--- src/rtl/krls_pkg.sv ---
package krls_pkg;

    // buffer geometry
    localparam int BUFFER_DEPTH = 16;
    localparam int IDX_W        = (BUFFER_DEPTH > 1) ? $clog2(BUFFER_DEPTH) : 1;
    localparam int CNT_W        = $clog2(BUFFER_DEPTH + 1);
    localparam int ENTRY_W      = 9;

    // command queue between front and back
    localparam int QUEUE_DEPTH  = 4;
    localparam int QPTR_W       = $clog2(QUEUE_DEPTH);

    // stream widths
    localparam int S_DATA_W     = 16;
    localparam int M_DATA_W     = 16;

    // key codes
    localparam logic [7:0] BKSP_CODE     = 8'd14;
    localparam logic [7:0] KEY_S         = 8'd31;
    localparam logic [7:0] SPACE_CODE    = 8'd57;
    localparam logic [7:0] PAUSE_CODE    = 8'd119;
    localparam logic [7:0] TOGGLE_RESET  = 8'd58;

    // key event values
    localparam logic [1:0] KEY_VAL_RELEASE = 2'd0;
    localparam logic [1:0] KEY_VAL_PRESS   = 2'd1;

    // modifier mask groups
    localparam logic [7:0] MASK_SHIFT = 8'h03;
    localparam logic [7:0] MASK_ALT   = 8'hC0;

    // result kinds
    localparam logic ACTION_TAP     = 1'b0;
    localparam logic ACTION_CONVERT = 1'b1;

    typedef enum logic [1:0] {
        PEND_NONE   = 2'd0,
        PEND_LAYOUT = 2'd1,
        PEND_CASE   = 2'd2
    } pend_t;

    typedef enum logic [1:0] {
        CMD_WRITE   = 2'd0,
        CMD_RETYPE  = 2'd1,
        CMD_CONVERT = 2'd2
    } cmd_kind_t;

    typedef struct packed {
        cmd_kind_t            kind;
        logic [IDX_W-1:0]     addr;
        logic [ENTRY_W-1:0]   entry;
        logic [CNT_W-1:0]     count;
        logic                 mode;
    } cmd_t;

    typedef struct packed {
        logic full;
        logic empty;
    } q_status_t;

    typedef enum logic [1:0] {
        BK_IDLE   = 2'd0,
        BK_ERASE  = 2'd1,
        BK_TOGGLE = 2'd2,
        BK_REPLAY = 2'd3
    } back_state_t;

    // modifier key to mask bit
    function automatic logic [7:0] modifier_bit(input logic [7:0] code);
        logic [7:0] bit_val;
        unique case (code)
            8'd42:   bit_val = 8'h01;
            8'd54:   bit_val = 8'h02;
            8'd29:   bit_val = 8'h04;
            8'd97:   bit_val = 8'h08;
            8'd125:  bit_val = 8'h10;
            8'd126:  bit_val = 8'h20;
            8'd56:   bit_val = 8'h40;
            8'd100:  bit_val = 8'h80;
            default: bit_val = 8'h00;
        endcase
        return bit_val;
    endfunction

    // keys that go into the retype buffer
    function automatic logic is_printable(input logic [7:0] c);
        return (c >= 8'd2  && c <= 8'd12) || (c >= 8'd16 && c <= 8'd27) ||
               (c >= 8'd30 && c <= 8'd41) || (c >= 8'd44 && c <= 8'd52) ||
               (c >= 8'd71 && c <= 8'd73) || (c >= 8'd75 && c <= 8'd77) ||
               (c >= 8'd79 && c <= 8'd82);
    endfunction

endpackage

--- src/rtl/krls_queue.sv ---
module krls_queue
    import krls_pkg::*;
(
    input  logic      aclk,
    input  logic      aresetn,
    input  logic      push,
    input  cmd_t      push_cmd,
    input  logic      pop,
    output cmd_t      pop_cmd,
    output q_status_t q_stat
);

    cmd_t              slot_reg [QUEUE_DEPTH];
    logic [QPTR_W-1:0] wr_ptr_reg;
    logic [QPTR_W-1:0] rd_ptr_reg;
    logic [QPTR_W:0]   fill_reg;

    // status and head entry
    assign q_stat.full  = (fill_reg == (QPTR_W+1)'(QUEUE_DEPTH));
    assign q_stat.empty = (fill_reg == '0);
    assign pop_cmd      = slot_reg[rd_ptr_reg];

    // pointers and fill level
    always_ff @(posedge aclk) begin
        if (!aresetn) begin
            wr_ptr_reg <= '0;
            rd_ptr_reg <= '0;
            fill_reg   <= '0;
        end else begin
            if (push) begin
                wr_ptr_reg <= wr_ptr_reg + QPTR_W'(1);
            end
            if (pop) begin
                rd_ptr_reg <= rd_ptr_reg + QPTR_W'(1);
            end
            if (push && !pop) begin
                fill_reg <= fill_reg + (QPTR_W+1)'(1);
            end else if (pop && !push) begin
                fill_reg <= fill_reg - (QPTR_W+1)'(1);
            end
        end
    end

    // command storage
    always_ff @(posedge aclk) begin
        if (push) begin
            slot_reg[wr_ptr_reg] <= push_cmd;
        end
    end

endmodule

--- src/rtl/krls_front.sv ---
module krls_front
    import krls_pkg::*;
(
    input  logic                aclk,
    input  logic                aresetn,
    input  logic                s_tvalid,
    output logic                s_tready,
    input  logic [S_DATA_W-1:0] s_tdata,
    input  logic                s_tuser,
    input  q_status_t           q_stat,
    output logic                q_push,
    output cmd_t                q_cmd
);

    logic [7:0]       mask_reg, mask_next;
    logic [CNT_W-1:0] count_reg, count_next;
    logic             word_ended_reg, word_ended_next;
    pend_t            pend_reg, pend_next;

    logic [7:0]       code;
    logic [1:0]       key_val;
    logic [7:0]       mbit;
    logic             accept;
    logic             buf_full;
    logic [CNT_W-1:0] print_base;
    logic [CNT_W-1:0] space_base;
    logic             is_press;

    assign s_tready   = !q_stat.full;
    assign accept     = s_tvalid && s_tready;
    assign code       = s_tdata[7:0];
    assign key_val    = s_tdata[9:8];
    assign mbit       = modifier_bit(code);
    assign is_press   = (key_val == KEY_VAL_PRESS);
    assign buf_full   = (count_reg >= CNT_W'(BUFFER_DEPTH));
    assign print_base = (buf_full || word_ended_reg) ? '0 : count_reg;
    assign space_base = buf_full ? '0 : count_reg;

    // classify the event and build the command for the back end
    always_comb begin
        mask_next       = mask_reg;
        count_next      = count_reg;
        word_ended_next = word_ended_reg;
        pend_next       = pend_reg;
        q_push          = 1'b0;
        q_cmd.kind      = CMD_WRITE;
        q_cmd.addr      = '0;
        q_cmd.entry     = '0;
        q_cmd.count     = count_reg;
        q_cmd.mode      = (pend_reg == PEND_CASE);
        if (accept && s_tuser) begin
            if (mbit != 8'h00) begin
                mask_next = (key_val != KEY_VAL_RELEASE) ? (mask_reg | mbit)
                                                         : (mask_reg & ~mbit);
                if (mask_next == 8'h00 && pend_reg != PEND_NONE) begin
                    q_push     = 1'b1;
                    q_cmd.kind = CMD_CONVERT;
                    pend_next  = PEND_NONE;
                end
            end else if (is_printable(code)) begin
                if (is_press) begin
                    if ((mask_reg & ~MASK_SHIFT) != 8'h00) begin
                        if (code != KEY_S) begin
                            count_next = '0;
                        end
                    end else begin
                        q_push          = 1'b1;
                        q_cmd.kind      = CMD_WRITE;
                        q_cmd.addr      = print_base[IDX_W-1:0];
                        q_cmd.entry     = {((mask_reg & MASK_SHIFT) != 8'h00), code};
                        count_next      = print_base + CNT_W'(1);
                        word_ended_next = 1'b0;
                    end
                end
            end else if (code == SPACE_CODE && mask_reg == 8'h00) begin
                if (is_press) begin
                    q_push          = 1'b1;
                    q_cmd.kind      = CMD_WRITE;
                    q_cmd.addr      = space_base[IDX_W-1:0];
                    q_cmd.entry     = {1'b0, code};
                    count_next      = space_base + CNT_W'(1);
                    word_ended_next = 1'b1;
                end
            end else if (code == BKSP_CODE && mask_reg == 8'h00) begin
                if (is_press && count_reg != '0) begin
                    count_next = count_reg - CNT_W'(1);
                end
            end else if (code == PAUSE_CODE && mask_reg == 8'h00) begin
                if (is_press && count_reg != '0) begin
                    q_push     = 1'b1;
                    q_cmd.kind = CMD_RETYPE;
                end
            end else if (code == PAUSE_CODE && (mask_reg & MASK_ALT) != 8'h00) begin
                if (is_press) begin
                    count_next      = '0;
                    word_ended_next = 1'b0;
                    pend_next       = PEND_LAYOUT;
                end
            end else if (code == PAUSE_CODE && (mask_reg & MASK_SHIFT) != 8'h00) begin
                if (is_press) begin
                    count_next      = '0;
                    word_ended_next = 1'b0;
                    pend_next       = PEND_CASE;
                end
            end else begin
                count_next      = '0;
                word_ended_next = 1'b0;
            end
        end
    end

    // tracking state
    always_ff @(posedge aclk) begin
        if (!aresetn) begin
            mask_reg       <= '0;
            count_reg      <= '0;
            word_ended_reg <= 1'b0;
            pend_reg       <= PEND_NONE;
        end else begin
            mask_reg       <= mask_next;
            count_reg      <= count_next;
            word_ended_reg <= word_ended_next;
            pend_reg       <= pend_next;
        end
    end

endmodule

--- src/rtl/krls_back.sv ---
module krls_back
    import krls_pkg::*;
(
    input  logic                aclk,
    input  logic                aresetn,
    input  logic                cfg_we,
    input  logic [7:0]          cfg_wdata,
    input  q_status_t           q_stat,
    input  cmd_t                q_cmd,
    output logic                q_pop,
    output logic                m_tvalid,
    input  logic                m_tready,
    output logic [M_DATA_W-1:0] m_tdata,
    output logic                m_tuser,
    output logic                m_tlast
);

    back_state_t        state_reg, state_next;
    logic [CNT_W-1:0]   cnt_reg, cnt_next;
    logic [IDX_W-1:0]   idx_reg, idx_next;
    logic [7:0]         toggle_reg;
    logic [ENTRY_W-1:0] mem [BUFFER_DEPTH];
    logic [ENTRY_W-1:0] rd_data_reg;

    logic               m_tvalid_reg;
    logic               out_action_reg;
    logic [7:0]         out_code_reg;
    logic               out_shift_reg;
    logic               out_mode_reg;
    logic               out_last_reg;

    logic               out_free;
    logic               idx_last;
    logic               mem_we;
    logic               emit;
    logic               emit_action;
    logic [7:0]         emit_code;
    logic               emit_shift;
    logic               emit_mode;
    logic               emit_last;

    assign out_free = !m_tvalid_reg || m_tready;
    assign idx_last = (CNT_W'(idx_reg) == cnt_reg - CNT_W'(1));

    // sequencer: buffer writes, conversion requests, retype runs
    always_comb begin
        state_next  = state_reg;
        cnt_next    = cnt_reg;
        idx_next    = idx_reg;
        q_pop       = 1'b0;
        mem_we      = 1'b0;
        emit        = 1'b0;
        emit_action = ACTION_TAP;
        emit_code   = BKSP_CODE;
        emit_shift  = 1'b0;
        emit_mode   = 1'b0;
        emit_last   = 1'b0;
        unique case (state_reg)
            BK_IDLE: begin
                if (!q_stat.empty) begin
                    unique case (q_cmd.kind)
                        CMD_WRITE: begin
                            mem_we = 1'b1;
                            q_pop  = 1'b1;
                        end
                        CMD_RETYPE: begin
                            cnt_next   = q_cmd.count;
                            idx_next   = '0;
                            state_next = BK_ERASE;
                            q_pop      = 1'b1;
                        end
                        CMD_CONVERT: begin
                            if (out_free) begin
                                emit        = 1'b1;
                                emit_action = ACTION_CONVERT;
                                emit_code   = '0;
                                emit_mode   = q_cmd.mode;
                                emit_last   = 1'b1;
                                q_pop       = 1'b1;
                            end
                        end
                        default: begin
                            q_pop = 1'b1;
                        end
                    endcase
                end
            end
            BK_ERASE: begin
                if (out_free) begin
                    emit = 1'b1;
                    if (idx_last) begin
                        idx_next   = '0;
                        state_next = BK_TOGGLE;
                    end else begin
                        idx_next = idx_reg + IDX_W'(1);
                    end
                end
            end
            BK_TOGGLE: begin
                idx_next = '0;
                if (out_free) begin
                    emit       = 1'b1;
                    emit_code  = toggle_reg;
                    state_next = BK_REPLAY;
                end
            end
            BK_REPLAY: begin
                if (out_free) begin
                    emit       = 1'b1;
                    emit_code  = rd_data_reg[7:0];
                    emit_shift = rd_data_reg[8];
                    emit_last  = idx_last;
                    if (idx_last) begin
                        idx_next   = '0;
                        state_next = BK_IDLE;
                    end else begin
                        idx_next = idx_reg + IDX_W'(1);
                    end
                end
            end
            default: begin
                state_next = BK_IDLE;
            end
        endcase
    end

    // sequencer registers
    always_ff @(posedge aclk) begin
        if (!aresetn) begin
            state_reg <= BK_IDLE;
            cnt_reg   <= '0;
            idx_reg   <= '0;
        end else begin
            state_reg <= state_next;
            cnt_reg   <= cnt_next;
            idx_reg   <= idx_next;
        end
    end

    // layout toggle key register
    always_ff @(posedge aclk) begin
        if (!aresetn) begin
            toggle_reg <= TOGGLE_RESET;
        end else if (cfg_we) begin
            toggle_reg <= cfg_wdata;
        end
    end

    // typed key buffer, read data follows the replay index
    always_ff @(posedge aclk) begin
        if (mem_we) begin
            mem[q_cmd.addr] <= q_cmd.entry;
        end
        rd_data_reg <= mem[idx_next];
    end

    // output register
    always_ff @(posedge aclk) begin
        if (!aresetn) begin
            m_tvalid_reg <= 1'b0;
        end else if (emit) begin
            m_tvalid_reg <= 1'b1;
        end else if (m_tready) begin
            m_tvalid_reg <= 1'b0;
        end
    end

    always_ff @(posedge aclk) begin
        if (emit) begin
            out_action_reg <= emit_action;
            out_code_reg   <= emit_code;
            out_shift_reg  <= emit_shift;
            out_mode_reg   <= emit_mode;
            out_last_reg   <= emit_last;
        end
    end

    assign m_tvalid = m_tvalid_reg;
    assign m_tuser  = out_action_reg;
    assign m_tlast  = out_last_reg;
    assign m_tdata  = {{(M_DATA_W-10){1'b0}}, out_mode_reg, out_shift_reg, out_code_reg};

endmodule

--- src/rtl/keystroke_retype_layout_switcher.sv ---
// a conversion request passes from its input transfer via the command queue and output
// register, a first retype tap also via the erase state, once the queue ahead has drained
// throughput: one input transfer per cycle while the four-entry command queue has room;
// a retype of n buffered keys sends 2n+1 results, one per cycle while m_tready is high
// reset: synchronous active-low aresetn clears modifiers, count, flags and queue;
// toggle key returns to 58, buffer contents stay undefined until written
module keystroke_retype_layout_switcher
    import krls_pkg::*;
(
    input  logic                aclk,
    input  logic                aresetn,
    // configuration: toggle key code
    input  logic                cfg_we,
    input  logic [7:0]          cfg_wdata,
    // key events
    input  logic                s_tvalid,
    output logic                s_tready,
    input  logic [S_DATA_W-1:0] s_tdata,   // event code[7:0], event value[9:8], zero pad
    input  logic                s_tuser,   // is_key_event
    // results
    output logic                m_tvalid,
    input  logic                m_tready,
    output logic [M_DATA_W-1:0] m_tdata,   // tap_code[7:0], tap_shifted[8],
                                           // convert_mode[9], zero pad
    output logic                m_tuser,   // action
    output logic                m_tlast    // last
);

    q_status_t q_stat;
    logic      q_push;
    logic      q_pop;
    cmd_t      push_cmd;
    cmd_t      pop_cmd;

    // event classification and tracking state
    krls_front u_front (
        .aclk     (aclk),
        .aresetn  (aresetn),
        .s_tvalid (s_tvalid),
        .s_tready (s_tready),
        .s_tdata  (s_tdata),
        .s_tuser  (s_tuser),
        .q_stat   (q_stat),
        .q_push   (q_push),
        .q_cmd    (push_cmd)
    );

    // command queue
    krls_queue u_queue (
        .aclk     (aclk),
        .aresetn  (aresetn),
        .push     (q_push),
        .push_cmd (push_cmd),
        .pop      (q_pop),
        .pop_cmd  (pop_cmd),
        .q_stat   (q_stat)
    );

    // buffer and result sequencer
    krls_back u_back (
        .aclk      (aclk),
        .aresetn   (aresetn),
        .cfg_we    (cfg_we),
        .cfg_wdata (cfg_wdata),
        .q_stat    (q_stat),
        .q_cmd     (pop_cmd),
        .q_pop     (q_pop),
        .m_tvalid  (m_tvalid),
        .m_tready  (m_tready),
        .m_tdata   (m_tdata),
        .m_tuser   (m_tuser),
        .m_tlast   (m_tlast)
    );

endmodule

--- config.mk ---
export PLATFORM = sky130hd
export DESIGN_NAME = keystroke_retype_layout_switcher
export DESIGN_NICKNAME = d
export VERILOG_FILES = /design/src/rtl/krls_pkg.sv /design/src/rtl/krls_queue.sv /design/src/rtl/krls_front.sv /design/src/rtl/krls_back.sv /design/src/rtl/keystroke_retype_layout_switcher.sv
export SDC_FILE = /design/constraint.sdc
export NUM_CORES = 1
export LEC_CHECK = 0
export ABC_AREA = 1
export ABC_CLOCK_PERIOD_IN_PS = 7200
export BUFFER_PORTS_ARGS = -buffer_cell sky130_fd_sc_hd__clkbuf_2
export CORE_MARGIN = 2
export CORE_UTILIZATION = 60
export CTS_BUF_LIST = sky130_fd_sc_hd__clkbuf_8
export CTS_CLUSTER_DIAMETER = 120
export CTS_CLUSTER_SIZE = 24
export DETAILED_ROUTE_END_ITERATION = 7
export PLACE_DENSITY_LB_ADDON = 0.1
export SYNTH_ARGS = -nofsm -noshare
export SYNTH_HDL_FRONTEND = slang
export SYNTH_SLANG_ARGS = --single-unit
--- constraint.sdc ---
create_clock -name aclk -period 7.2 [get_ports aclk]
set_input_delay 1.44 -clock aclk [delete_from_list [all_inputs] [get_ports aclk]]
set_output_delay 1.44 -clock aclk [all_outputs]
set_load 0.03 [all_outputs]
==> PnR_summary.wiki, run 1 <==
{| class="wikitable"
! Metric !! Value
|-
| Power density normalized to cell area || between 200 and 300 mW/mm²
|-
| Clock share of power || roughly 17%
|-
| Crit path required time || between 7000 and 8000 ps
|-
| Leftover overflow at the end of global routing || 0
|-
| Final-report max-slew violation count || 0
|-
| Worst slew pin tran || between 1000 and 1500 ps
|-
| Number of nets with antenna violations after detailed routing || 0
|-
| Total of warnings raised by yosys || 0
|-
| Starting density of the core || 61.52%
|-
| Synth-to-Final Area Change || 4.697%
|-
| Die height || ~160 µm
|-
| Pin count of the biggest net entering global routing || 75
|-
| Most area-hungry cell type in the Yosys netlist || sky130_fd_sc_hd__edfxtp_1
|-
| Number of library cell types mapped by synthesis || 46
|-
| Sink count of the clock tree || a little under 300
|-
| Per-cell via count in the routed design || between 5 and 6
|-
| Synthesized area || ~0.014 mm²
|-
| DRC violation count after routing || 0
|-
| Combinational Power Share || 33.1%
|-
| Std cell rows || between 50 and 60
|-
| Via count of the first global-routing pass || ~9,400
|-
| Arrival time of data at the critical path endpoint || about 4800 ps
|-
| Cells after synthesis || about 1,500
|-
| Logic depth of the worst register-to-register path || 15
|-
| Area of the die || between 0.02 and 0.025 mm²
|-
| Flip-flop count of the largest register, all copies and words added || 144
|-
| Number of port buffers || 37
|-
| Std-Cell Core Area || between 0.02 and 0.025 mm²
|-
| Routed length per placed instance || around 16 µm
|-
| Final worst path period need || about 4300 ps
|-
| Max cap viols || 0
|-
| Total number of vias || 9,924
|-
| Antenna violations before repair || 0
|-
| VDD IR max || 236.6 µV
|-
| Maximum root-to-sink buffer count || 3
|-
| Worst setup EP type || flop
|-
| Hpwl dp || 19.08 mm
|-
| Unrepaired setup endpoints after global routing || no
|-
| All-layer global routing usage || 24.44%
|-
| Drt first-iter violations || roughly 800
|-
| H-tree depth || 1
|-
| Crit Path Max Fanout || 74
|-
| Status || finished clean
|-
| Sw power || 1.612 mW
|-
| Total number of nets in the final design || around 1,500
|-
| Final total negative setup slack || 0 ps
|-
| Type of the setup path with the least slack || flop to flop
|-
| Cts repair resizes || 0
|-
| Sequential element share of the synthesized area || between 50% and 60%
|-
| Endpoint, Worst Hold || u_queue.rd_ptr_reg[1]$_SDFFE_PN0P_
|-
| Async set-reset flop share out of synthesis || 0%
|-
| Clock transition time at the flip-flop clock pins of the worst setup and hold paths || 130 ps
|-
| Max-Slew Margin vs Limit || 14.38%
|-
| Hold_sp || u_queue.rd_ptr_reg[1]$_SDFFE_PN0P_
|-
| Predominant post-synthesis flop cell || sky130_fd_sc_hd__edfxtp_1
|-
| Post-CTS setup repair buffer count || 0
|-
| First-pass GRT wire length || between 40 and 50 mm
|-
| Antenna Diode Count || 0
|-
| Internal Pwr Total || ~2.8 mW
|-
| Fraction of post-synthesis cell area in the top cell type by area || between 50% and 60%
|-
| Most area-consuming cells after synthesis || sky130_fd_sc_hd__edfxtp_1 (51%), sky130_fd_sc_hd__dfxtp_1 (7.7%), sky130_fd_sc_hd__nand3_1 (7.5%)
|-
| Type of the worst min-delay path || flop to flop
|-
| Overall power after layout || roughly 4.4 mW
|-
| Root Driver || sky130_fd_sc_hd__clkbuf_8
|-
| EDFF count, synth || between 200 and 250
|-
| Total wirelength of the detailed-routed design || roughly 29 mm
|-
| Syn avg cell area || between 9 and 10 µm²
|-
| Total CTS buffers || 16
|-
| I/O pin count || 50
|-
| First-pass detailed-route iteration total || 5
|-
| Worst hold path depth || 2
|-
| CTS tree || built
|-
| Leakage power || between 6 and 7 nW
|-
| Fmax || 233.2 MHz
|-
| Switching power share of the total || between 30 and 40%
|-
| Flip-flop and latch count after synthesis || 294
|-
| Clock skew after layout || ~47 ps
|-
| GP Congestion || slightly above 0.9
|-
| Final period utilization || approximately three fifths
|-
| Fin. Hold Viols || 0
|-
| Fillers || ~1,900
|-
| Final setup violation count || 0
|-
| Hold buffers post-CTS || 0
|-
| Insertion delay of the later-clocked pin in the worst-skew pair || approximately 560 ps
|-
| Overall die width || 156.8 µm
|-
| Relative contribution of sequential cells to total power || 50.1%
|-
| Worst R2R Setup Slack || between 2000 and 3000 ps
|-
| Layout cells sized above 1 || approximately a tenth
|-
| End of the worst register-to-register path || u_back.rd_data_reg[7]$_DFF_P_
|-
| CP startpoint kind || flop
|}
==> how the worst max path moves through the flow <==
stage | startpoint | to
after global placement | m_tready | u_back.rd_data_reg[7]$_DFF_P_
after global routing | flop | u_back.rd_data_reg[7]$_DFF_P_
after floorplan | s_tdata[6] | u_queue.slot_reg[2][0]$_DFFE_PP_
after CTS | flop | u_back.rd_data_reg[7]$_DFF_P_
after detailed placement | m_tready | u_back.rd_data_reg[7]$_DFF_P_
final | flop | u_back.rd_data_reg[7]$_DFF_P_
==> layout by cell type, fill, tap and decap left out, types with 3 or more instances in the layout <==
cell type	count
sky130_fd_sc_hd__a211oi_1	3
sky130_fd_sc_hd__a21oi_1	44
sky130_fd_sc_hd__a32oi_1	4
sky130_fd_sc_hd__buf_4	20
sky130_fd_sc_hd__clkbuf_2	37
sky130_fd_sc_hd__clkbuf_8	17
sky130_fd_sc_hd__conb_1	10
sky130_fd_sc_hd__dfxtp_1	54
sky130_fd_sc_hd__edfxtp_1	240
sky130_fd_sc_hd__ha_1	16
sky130_fd_sc_hd__inv_1	201
sky130_fd_sc_hd__inv_2	22
sky130_fd_sc_hd__nand2_1	264
sky130_fd_sc_hd__nand2_2	12
sky130_fd_sc_hd__nand3_1	209
sky130_fd_sc_hd__nand3_2	4
sky130_fd_sc_hd__nand3_4	3
sky130_fd_sc_hd__nand3b_1	36
sky130_fd_sc_hd__nand4_1	16
sky130_fd_sc_hd__nor2_1	154
sky130_fd_sc_hd__nor2_2	12
sky130_fd_sc_hd__nor2_4	3
sky130_fd_sc_hd__nor3_1	5
sky130_fd_sc_hd__nor3_2	7
sky130_fd_sc_hd__o21ai_0	70
sky130_fd_sc_hd__o21ai_1	5
sky130_fd_sc_hd__o22ai_1	14
sky130_fd_sc_hd__xor2_1	5
==> worst max-delay path, stage by stage, from the launching register on <==
cell                      delay, ps
sky130_fd_sc_hd__dfxtp_1        350
sky130_fd_sc_hd__buf_4          390
sky130_fd_sc_hd__inv_2          410
sky130_fd_sc_hd__nand2_1        190
sky130_fd_sc_hd__nand3_1         90
sky130_fd_sc_hd__nand2_1        190
sky130_fd_sc_hd__nand3_2        120
sky130_fd_sc_hd__nand3_2         70
sky130_fd_sc_hd__buf_4          610
sky130_fd_sc_hd__nand2_2        870
sky130_fd_sc_hd__buf_4          470
sky130_fd_sc_hd__nand2_1         70
sky130_fd_sc_hd__nand3_1         60
sky130_fd_sc_hd__nand3_1        110
sky130_fd_sc_hd__nand3_1         70
sky130_fd_sc_hd__nand2_1        120
==> per-stage QoR <==
step	util (%)	setup WS (ps)	std cells	hold WS (ps)	area (µm²)
2_1_floorplan	-	3311	1488	428.7	14050
5_1_grt	64.41	2436	1821	505.8	14670
4_1_cts	64.41	2903	1821	484.0	14670
3_5_place_dp	63.13	2729	1793	448.9	14380
6_report	64.41	2911	1821	478.3	14670
3_3_place_gp	63.13	2684	1793	444.3	14380
==> cell usage after synthesis, types with 2 or more instances <==
cell and n:
sky130_fd_sc_hd__a211oi_1 3, sky130_fd_sc_hd__a21oi_1 44, sky130_fd_sc_hd__a21oi_2 2, sky130_fd_sc_hd__a221oi_1 2
sky130_fd_sc_hd__a31oi_1 2, sky130_fd_sc_hd__a32oi_1 4, sky130_fd_sc_hd__buf_2 21, sky130_fd_sc_hd__buf_4 13
sky130_fd_sc_hd__buf_6 11, sky130_fd_sc_hd__clkbuf_1 19, sky130_fd_sc_hd__dfxtp_1 54, sky130_fd_sc_hd__edfxtp_1 240
sky130_fd_sc_hd__ha_1 16, sky130_fd_sc_hd__inv_1 191, sky130_fd_sc_hd__inv_2 22, sky130_fd_sc_hd__nand2_1 264
sky130_fd_sc_hd__nand2_2 12, sky130_fd_sc_hd__nand3_1 210, sky130_fd_sc_hd__nand3_2 3, sky130_fd_sc_hd__nand3_4 3
sky130_fd_sc_hd__nand3b_1 36, sky130_fd_sc_hd__nand4_1 16, sky130_fd_sc_hd__nor2_1 155, sky130_fd_sc_hd__nor2_2 11
sky130_fd_sc_hd__nor2_4 3, sky130_fd_sc_hd__nor3_1 5, sky130_fd_sc_hd__nor3_2 7, sky130_fd_sc_hd__o211ai_1 2
sky130_fd_sc_hd__o21ai_0 70, sky130_fd_sc_hd__o21ai_1 5, sky130_fd_sc_hd__o22ai_1 14, sky130_fd_sc_hd__xor2_1 5
==> per-layer routing <==
layer | GRT usage, % | part of all wire (%) | wire [µm] | vias up
li1 | - | - | - | 4966
met1 | 32.78 | 44 | 12910 | 4633
met2 | 42.71 | 49 | 14290 | 284
met3 | 2.908 | 5.6 | 1646 | 41
met4 | 5.854 | 2.0 | 591 | 0
met5 | 0 | 0 | 0 | -
==> layout make-up <==
class | count | area [µm²] | area share, %
clock buffer | 17 | 234.0 | 1.595
clock inverter | 11 | 57.56 | 0.3923
inverter | 214 | 803.3 | 5.475
multi-input combinational | 915 | 4562 | 31.09
sequential | 294 | 8288 | 56.49
tap | 313 | 391.6 | 2.669
timing repair buffer | 57 | 335.3 | 2.286
==> power groups by stage <==
stage,clock network [mW],logic [mW],registers (mW)
6_report,0.732,1.45,2.19
5_1_grt,0.800,1.63,2.21
3_5_place_dp,0,1.45,2.23
2_1_floorplan,0,1.03,2.28
3_3_place_gp,0,1.42,2.23
4_1_cts,0.741,1.45,2.19
==> cell families after synthesis <==
family | Yosys count | synth area share [%]
simple gates | 730 | 24.21
flops | 294 | 59.14
buf+inv | 279 | 8.598
compound gates | 153 | 6.143
fa+ha+maj | 17 | 1.571
xor+xnor | 5 | 0.3125
other cells | 1 | 0.02676
(Power assumes the default switching activity.)
==> run 2: changes to the inputs <==
- ABC_CLOCK_PERIOD_IN_PS: 7200 -> 3700
- CORE_UTILIZATION: 60 -> 58
- clock period: 7.2 -> 3.7 ns (I/O delays scaled with it)
==> run 2 against run 1 <==
  * Combinational power rose by 100%
  * Sequential share of layout area is 0.75 points lower
  * Critical path depth is 1 higher
  * Total power is 96% higher
  * Flip-flop and latch count stayed put
  * Routed wire length increased by 0.61%
  * Critical endpoint is now u_queue.fill_reg[2]$_SDFFE_PN0P_
  * Largest cell class unchanged
  * Largest power group unchanged
==> PnR_summary.wiki, run 2 (synthesis results as in run 1) <==
{| class="wikitable"
! Metric !! Value
|-
| Hpwl dp || just under 20 mm
|-
| Top layer used by detailed routing || met4
|-
| CTS tree || built
|-
| Tightest hold margin || between 400 and 500 ps
|-
| Std-Cell Core Area || around 0.024 mm²
|-
| Clock share of power || between 15 and 20%
|-
| Flip-flop count of the largest register, all copies and words added || between 100 and 150
|-
| Number of cells in the finished layout apart from fillers || approximately 1,900
|-
| Number of port buffers || 37
|-
| WL met3 || slightly below 2 mm
|-
| All-layer global routing usage || between 20% and 30%
|-
| Total wirelength of the detailed-routed design || 29.62 mm
|-
| CP startpoint kind || flop
|-
| I/O pin count || 50
|-
| Total number of nets in the final design || about 1,600
|-
| Placed instance count || 1,823
|-
| DRC violation count after routing || 0
|-
| Unrepaired setup endpoints after global routing || no
|-
| Logic depth of the worst register-to-register path || 16
|-
| Type of the setup path with the least slack || flop to flop
|-
| Leading cell type in the layout, fill and taps excluded || sky130_fd_sc_hd__nand2_1
|-
| Hold buffers post-CTS || 0
|-
| Cts repair resizes || 0
|-
| Maximum root-to-sink buffer count || 3
|-
| Worst setup EP type || flop
|-
| Leftover overflow at the end of global routing || 0
|-
| Final worst path period need || around 3100 ps
|-
| GP Congestion || between 0.9 and 1
|-
| Fmax || 319.4 MHz
|-
| Total CTS buffers || 16
|-
| Number of nets with antenna violations after detailed routing || 0
|-
| Clock transition time at the flip-flop clock pins of the worst setup and hold paths || between 100 and 150 ps
|-
| Fin. Hold Viols || 0
|-
| Clock skew after layout || 44.25 ps
|-
| Total routed wire length on the met1 layer || 12.79 mm
|-
| First-pass GRT wire length || approximately 48 mm
|-
| Area of the die || about 0.025 mm²
|-
| Leakage power || about 6 nW
|-
| Final-report max-slew violation count || 0
|-
| Worst slew pin tran || roughly 870 ps
|-
| Final period utilization || approximately 85%
|-
| Overall die width || between 150 and 200 µm
|-
| Final setup violation count || 0
|-
| VDD IR max || ~500 µV
|-
| Internal Pwr Total || about 5.4 mW
|-
| Std cell rows || 56
|-
| Die height || ~160 µm
|-
| Per-cell via count in the routed design || around 5.4
|-
| Combinational Power Share || 34.1%
|-
| Antenna Diode Count || 0
|-
| Relative contribution of sequential cells to total power || ~50%
|-
| Insertion delay of the later-clocked pin in the worst-skew pair || between 500 and 600 ps
|-
| Final total negative setup slack || 0 ps
|-
| Max cap viols || 0
|-
| Overall power after layout || 8.587 mW
|-
| Synth-to-Final Area Change || 6.098%
|-
| Switching power share of the total || 36.86%
|-
| Worst hold path depth || 3
|-
| Crit path required time || between 4000 and 5000 ps
|-
| Power density normalized to cell area || slightly below 600 mW/mm²
|-
| Total number of vias || between 9,000 and 10,000
|-
| Starting density of the core || 59.35%
|-
| Post-CTS setup repair buffer count || 0
|-
| Met2 wire len || 14.45 mm
|-
| Via count of the first global-routing pass || between 9,000 and 10,000
|-
| Sink count of the clock tree || about 290
|-
| Sw power || between 3 and 4 mW
|-
| Highest-count cells in the layout ignoring fill and taps || sky130_fd_sc_hd__nand2_1 (264), sky130_fd_sc_hd__edfxtp_1 (240), sky130_fd_sc_hd__nand3_1 (209), sky130_fd_sc_hd__inv_1 (200), sky130_fd_sc_hd__nor2_1 (154)
|-
| Arrival time of data at the critical path endpoint || between 3000 and 4000 ps
|-
| Pin count of the biggest net entering global routing || 74
|-
| Root Driver || sky130_fd_sc_hd__clkbuf_8
|-
| Fillers || 1,978
|-
| Routed length per placed instance || about 16 µm
|-
| Antenna violations before repair || 0
|-
| Type of the worst min-delay path || primary input to flop
|-
| Crit Path Max Fanout || 7
|-
| Max-Slew Margin vs Limit || between 40% and 50%
|-
| First-pass detailed-route iteration total || 5
|-
| Layout cells sized above 1 || about 11%
|-
| Drt first-iter violations || 973
|-
| Status || finished clean
|-
| H-tree depth || 1
|}
run 2: changes by cell type in the layout (fill, tap and decap cells not counted), sizes merged:
cell and delta:
buf +24, inv -1
run 2: worst paths after layout:
| path | start | endpoint | slack, ps |
|---|---|---|---|
| setup / recovery | u_front.mask_reg[0]$_SDFFE_PN0P_ | u_queue.fill_reg[2]$_SDFFE_PN0P_ | 570 |
| hold / removal | cfg_wdata[5] | u_back.toggle_reg[5]$_SDFFE_PN1P_ | 420 |
| setup reg to reg | u_front.mask_reg[0]$_SDFFE_PN0P_ | u_queue.fill_reg[2]$_SDFFE_PN0P_ | 570 |
| hold reg to reg | u_back.toggle_reg[1]$_SDFFE_PN1P_ | u_back.toggle_reg[1]$_SDFFE_PN1P_ | 480 |
run 2: area by class of cell:
| cell class | instances | area [µm²] | share of cell area (%) |
|---|---|---|---|
| tap | 319 | 399.1 | 2.685 |
| sequential | 294 | 8288 | 55.74 |
| inverter | 214 | 803.3 | 5.403 |
| clock inverter | 10 | 53.80 | 0.3619 |
| multi-input combinational | 915 | 4562 | 30.68 |
| timing repair buffer | 81 | 528.0 | 3.551 |
| clock buffer | 17 | 234.0 | 1.574 |
run 2: layer usage:
layer / GRT usage [%] / vias up
met5: 0 / -
met4: 4.835 / 0
met3: 3.829 / 34
met2: 41.30 / 280
met1: 31.02 / 4676
li1: - / 5003
run 2: per-stage QoR:
| stage | instance area [µm²] | setup slack [ps] | utilization, % |
|---|---|---|---|
| finish | 14870 | 568.9 | 62.97 |
| global route | 14870 | 354.8 | 62.97 |
| CTS | 14870 | 546.7 | 62.97 |
| detailed placement | 14580 | 103.0 | 61.75 |
| global placement | 14580 | 205.1 | 61.75 |
| floorplan | 14050 | 511.3 | - |
run 2: critical path: stages (launching register included):
cell	delay [ps]
sky130_fd_sc_hd__dfxtp_1	350
sky130_fd_sc_hd__nor2_1	270
sky130_fd_sc_hd__nand3_1	120
sky130_fd_sc_hd__nor2_1	240
sky130_fd_sc_hd__nand2_2	180
sky130_fd_sc_hd__nor2_2	210
sky130_fd_sc_hd__nor2_1	70
sky130_fd_sc_hd__nand4_1	150
sky130_fd_sc_hd__nand3_2	120
sky130_fd_sc_hd__nand2_2	130
sky130_fd_sc_hd__ha_1	150
sky130_fd_sc_hd__inv_1	70
sky130_fd_sc_hd__fa_1	430
sky130_fd_sc_hd__a21oi_1	140
sky130_fd_sc_hd__o21ai_0	120
sky130_fd_sc_hd__o21ai_0	200
sky130_fd_sc_hd__a21oi_1	70
run 2: power by group through the flow:
stage	Combinational, mW	Sequential (mW)	Clock (mW)
after global placement	2.86	4.33	0
after floorplan	2.00	4.44	0
after detailed placement	2.93	4.33	0
final	2.93	4.25	1.41
after CTS	2.94	4.25	1.44
after global routing	3.29	4.28	1.56
==> run 3: changes to the inputs <==
- ABC_CLOCK_PERIOD_IN_PS: 3700 -> 3200
- CORE_UTILIZATION: 58 -> 60
- clock period: 3.7 -> 3.2 ns (I/O delays scaled with it)
==> run 3 against run 2 <==
  * Via count is 1.7% higher
  * First-iteration DRC count is 29% lower
  * Sequential power is 16% higher
  * Clock skew is 1.6 ps lower
  * Die area is 3.3% lower
  * Count of clock-buffer cells in the layout stayed put
  * Flip-flop and latch count stayed put
  * Clock power is 17% higher
  * Cell count is 1.6% higher
  * Sequential share of layout area is 1.3 points lower
  * Register-to-register slack worse by 200 ps
  * Total power is 16% higher
==> PnR_summary.wiki, run 3 (synthesis results as in run 1) <==
{| class="wikitable"
! Metric !! Value
|-
| Std-Cell Core Area || 0.02278 mm²
|-
| Leakage power || around 6.4 nW
|-
| Via count of the first global-routing pass || ~9,500
|-
| Total number of vias || slightly above 10,000
|-
| Highest-count cells in the layout ignoring fill and taps || sky130_fd_sc_hd__nand2_1 (264), sky130_fd_sc_hd__edfxtp_1 (240), sky130_fd_sc_hd__nand3_1 (209), sky130_fd_sc_hd__inv_1 (201), sky130_fd_sc_hd__nor2_1 (153)
|-
| Endpoint, Worst Hold || u_back.toggle_reg[6]$_SDFFE_PN0P_
|-
| CTS tree || built
|-
| Min setup slack post-route || between 300 and 400 ps
|-
| Worst setup EP type || flop
|-
| Number of port buffers || 37
|-
| Worst hold path depth || 3
|-
| Std cell rows || 55
|-
| Pin count of the biggest net entering global routing || 74
|-
| Area of the die || roughly 0.025 mm²
|-
| Worst path bufs/invs || 2
|-
| Hold_sp || cfg_wdata[6]
|-
| Stage delay of the slowest cell on the critical path || roughly 430 ps
|-
| Total number of nets in the final design || between 1,500 and 2,000
|-
| Final worst path period need || between 2000 and 3000 ps
|-
| Overall die width || roughly 160 µm
|-
| Crit path required time || roughly 3600 ps
|-
| Final period utilization || between 80 and 90%
|-
| Fin. Hold Viols || 0
|-
| Leading cell type in the layout, fill and taps excluded || sky130_fd_sc_hd__nand2_1
|-
| Clock transition time at the flip-flop clock pins of the worst setup and hold paths || 140 ps
|-
| Clock skew after layout || around 43 ps
|-
| First-pass detailed-route iteration total || 7
|-
| Crit Path Max Fanout || 8
|-
| Antenna violations before repair || 0
|-
| Antenna Diode Count || 0
|-
| Root Driver || sky130_fd_sc_hd__clkbuf_8
|-
| Post-CTS setup repair buffer count || 0
|-
| Total wirelength of the detailed-routed design || 29.67 mm
|-
| Routed length per placed instance || approximately 16 µm
|-
| Fmax || 353.4 MHz
|-
| Layout cells sized above 1 || between 10% and 20%
|-
| CP startpoint kind || flop
|-
| Maximum root-to-sink buffer count || 3
|-
| Logic depth of the worst register-to-register path || 16
|-
| Crit-path cells || inv_1, ha_1, a31oi_2, nand2_1, nor2_1, nor2_1, nand4_1, nand3_2, nand2_2, ha_1, inv_1, fa_1, a21oi_1, o21ai_0, o21ai_1, a21oi_1
|-
| Insertion delay of the later-clocked pin in the worst-skew pair || between 500 and 600 ps
|-
| Utilization after layout || roughly 67%
|-
| Critical-path top delay cell || sky130_fd_sc_hd__fa_1
|-
| Die height || between 150 and 200 µm
|-
| Kind of cell adding the most delay to the critical path || adder cells
|-
| Hpwl dp || 20.11 mm
|-
| Worst R2R Setup Slack || ~370 ps
|-
| GP Congestion || 0.9415
|-
| Status || finished clean
|-
| Type of the worst min-delay path || primary input to flop
|-
| End of the worst register-to-register path || u_queue.fill_reg[2]$_SDFFE_PN0P_
|-
| Starting density of the core || roughly three fifths
|-
| Number of nets with antenna violations after detailed routing || 0
|-
| Type of the setup path with the least slack || flop to flop
|-
| Total CTS buffers || 16
|-
| Max cap viols || 0
|-
| Setup WS pre-CTS || -82.08 ps
|-
| Leftover overflow at the end of global routing || 0
|-
| Sequential standard cell area || between 0.008 and 0.009 mm²
|-
| Worst reg2reg startpoint || u_front.count_reg[0]$_SDFFE_PN0P_
|-
| Worst slew pin tran || approximately 1300 ps
|-
| Arrival time of data at the critical path endpoint || around 3300 ps
|-
| Sink count of the clock tree || 294
|-
| VDD IR max || between 600 and 700 µV
|-
| Synth-to-Final Area Change || 8.616%
|-
| Fillers || around 1,900
|-
| Final-report max-slew violation count || 0
|-
| Unrepaired setup endpoints after global routing || no
|-
| Final setup violation count || 0
|-
| Drt first-iter violations || 687
|-
| Power density normalized to cell area || approximately 660 mW/mm²
|-
| Overall power after layout || 9.978 mW
|-
| Flip-flop count of the largest register, all copies and words added || ~140
|-
| All-layer global routing usage || roughly a quarter
|-
| Area of combinational cells with multiple inputs || ~0.0046 mm²
|-
| Per-cell via count in the routed design || roughly 5.4
|-
| First-pass GRT wire length || between 40 and 50 mm
|-
| H-tree depth || 1
|-
| I/O pin count || 50
|-
| DRC violation count after routing || 0
|-
| Max-Slew Margin vs Limit || a little over a tenth
|}
run 3: cell count changes in the layout (fill, tap and decap cells not counted):
cell                      previous run  this run
sky130_fd_sc_hd__a31oi_1             2         1
sky130_fd_sc_hd__a31oi_2             0         1
sky130_fd_sc_hd__buf_12              1         8
sky130_fd_sc_hd__buf_4              43        70
sky130_fd_sc_hd__dfxtp_1            54        52
sky130_fd_sc_hd__dfxtp_2             0         1
sky130_fd_sc_hd__dfxtp_4             0         1
sky130_fd_sc_hd__inv_1             200       201
sky130_fd_sc_hd__nor2_1            154       153
sky130_fd_sc_hd__nor2_2             12        13
sky130_fd_sc_hd__o21ai_0            70        69
sky130_fd_sc_hd__o21ai_1             5         6
run 3: per-stage QoR:
stage	hold slack, ps	TNS [ps]	std cells	cell area (µm²)
5_1_grt	307.1	0	1879	15220
4_1_cts	286.0	0	1879	15210
3_5_place_dp	448.5	-82.08	1851	14920
3_3_place_gp	444.5	-16.80	1851	14920
6_report	312.0	0	1879	15220
2_1_floorplan	428.7	0	1488	14050
run 3: timing repair:
action / CTS / global route
gates resized for setup: 0 / 6
hold buffers: 0 / 0
setup endpoints to repair: 0 / 1
run 3: worst reg2reg max path, stage by stage (launching register included):
cell                      delay, ps
sky130_fd_sc_hd__dfxtp_4        420
sky130_fd_sc_hd__inv_1          100
sky130_fd_sc_hd__ha_1           230
sky130_fd_sc_hd__a31oi_2        220
sky130_fd_sc_hd__nand2_1        100
sky130_fd_sc_hd__nor2_1         100
sky130_fd_sc_hd__nor2_1          50
sky130_fd_sc_hd__nand4_1        160
sky130_fd_sc_hd__nand3_2        100
sky130_fd_sc_hd__nand2_2        130
sky130_fd_sc_hd__ha_1           160
sky130_fd_sc_hd__inv_1           70
sky130_fd_sc_hd__fa_1           430
sky130_fd_sc_hd__a21oi_1        140
sky130_fd_sc_hd__o21ai_0        110
sky130_fd_sc_hd__o21ai_1        130
sky130_fd_sc_hd__a21oi_1         50
run 3: area by class of cell:
type                    instances  share of cell area (%)
well taps                     313                   2.573
multi-input cells             915                   30.03
flip-flops and latches        294                   54.48
inverters                     214                   5.277
clock inverters                11                  0.3781
repair buffers                115                   5.721
clock buffers                  17                   1.537
run 3: power breakdown:
group / switching (mW) / leakage (nW) / internal, mW
combinational: 2.39 / 3.48 / 0.992
sequential: 0.147 / 2.69 / 4.80
clock: 1.13 / 0.185 / 0.519
run 3: worst max path at each step:
stage	endpoint	startpoint	depth (start not counted)
5_1_grt	u_queue.fill_reg[2]$_SDFFE_PN0P_	u_front.count_reg[0]$_SDFFE_PN0P_	16
3_3_place_gp	u_queue.fill_reg[2]$_SDFFE_PN0P_	s_tdata[7]	19
4_1_cts	u_queue.fill_reg[2]$_SDFFE_PN0P_	u_front.count_reg[0]$_SDFFE_PN0P_	16
3_5_place_dp	u_queue.fill_reg[2]$_SDFFE_PN0P_	s_tdata[7]	19
2_1_floorplan	u_queue.slot_reg[2][0]$_DFFE_PP_	s_tdata[6]	13
6_report	u_queue.fill_reg[2]$_SDFFE_PN0P_	u_front.count_reg[0]$_SDFFE_PN0P_	16
run 3: routing by layer:
layer  track usage [%]  share of wire, %  vias up
li1                  -                 -     5070
met1             32.46                43     4791
met2             42.73                49      262
met3             3.268               5.3       43
met4             6.772               2.5        0
met5                 0                 0        -
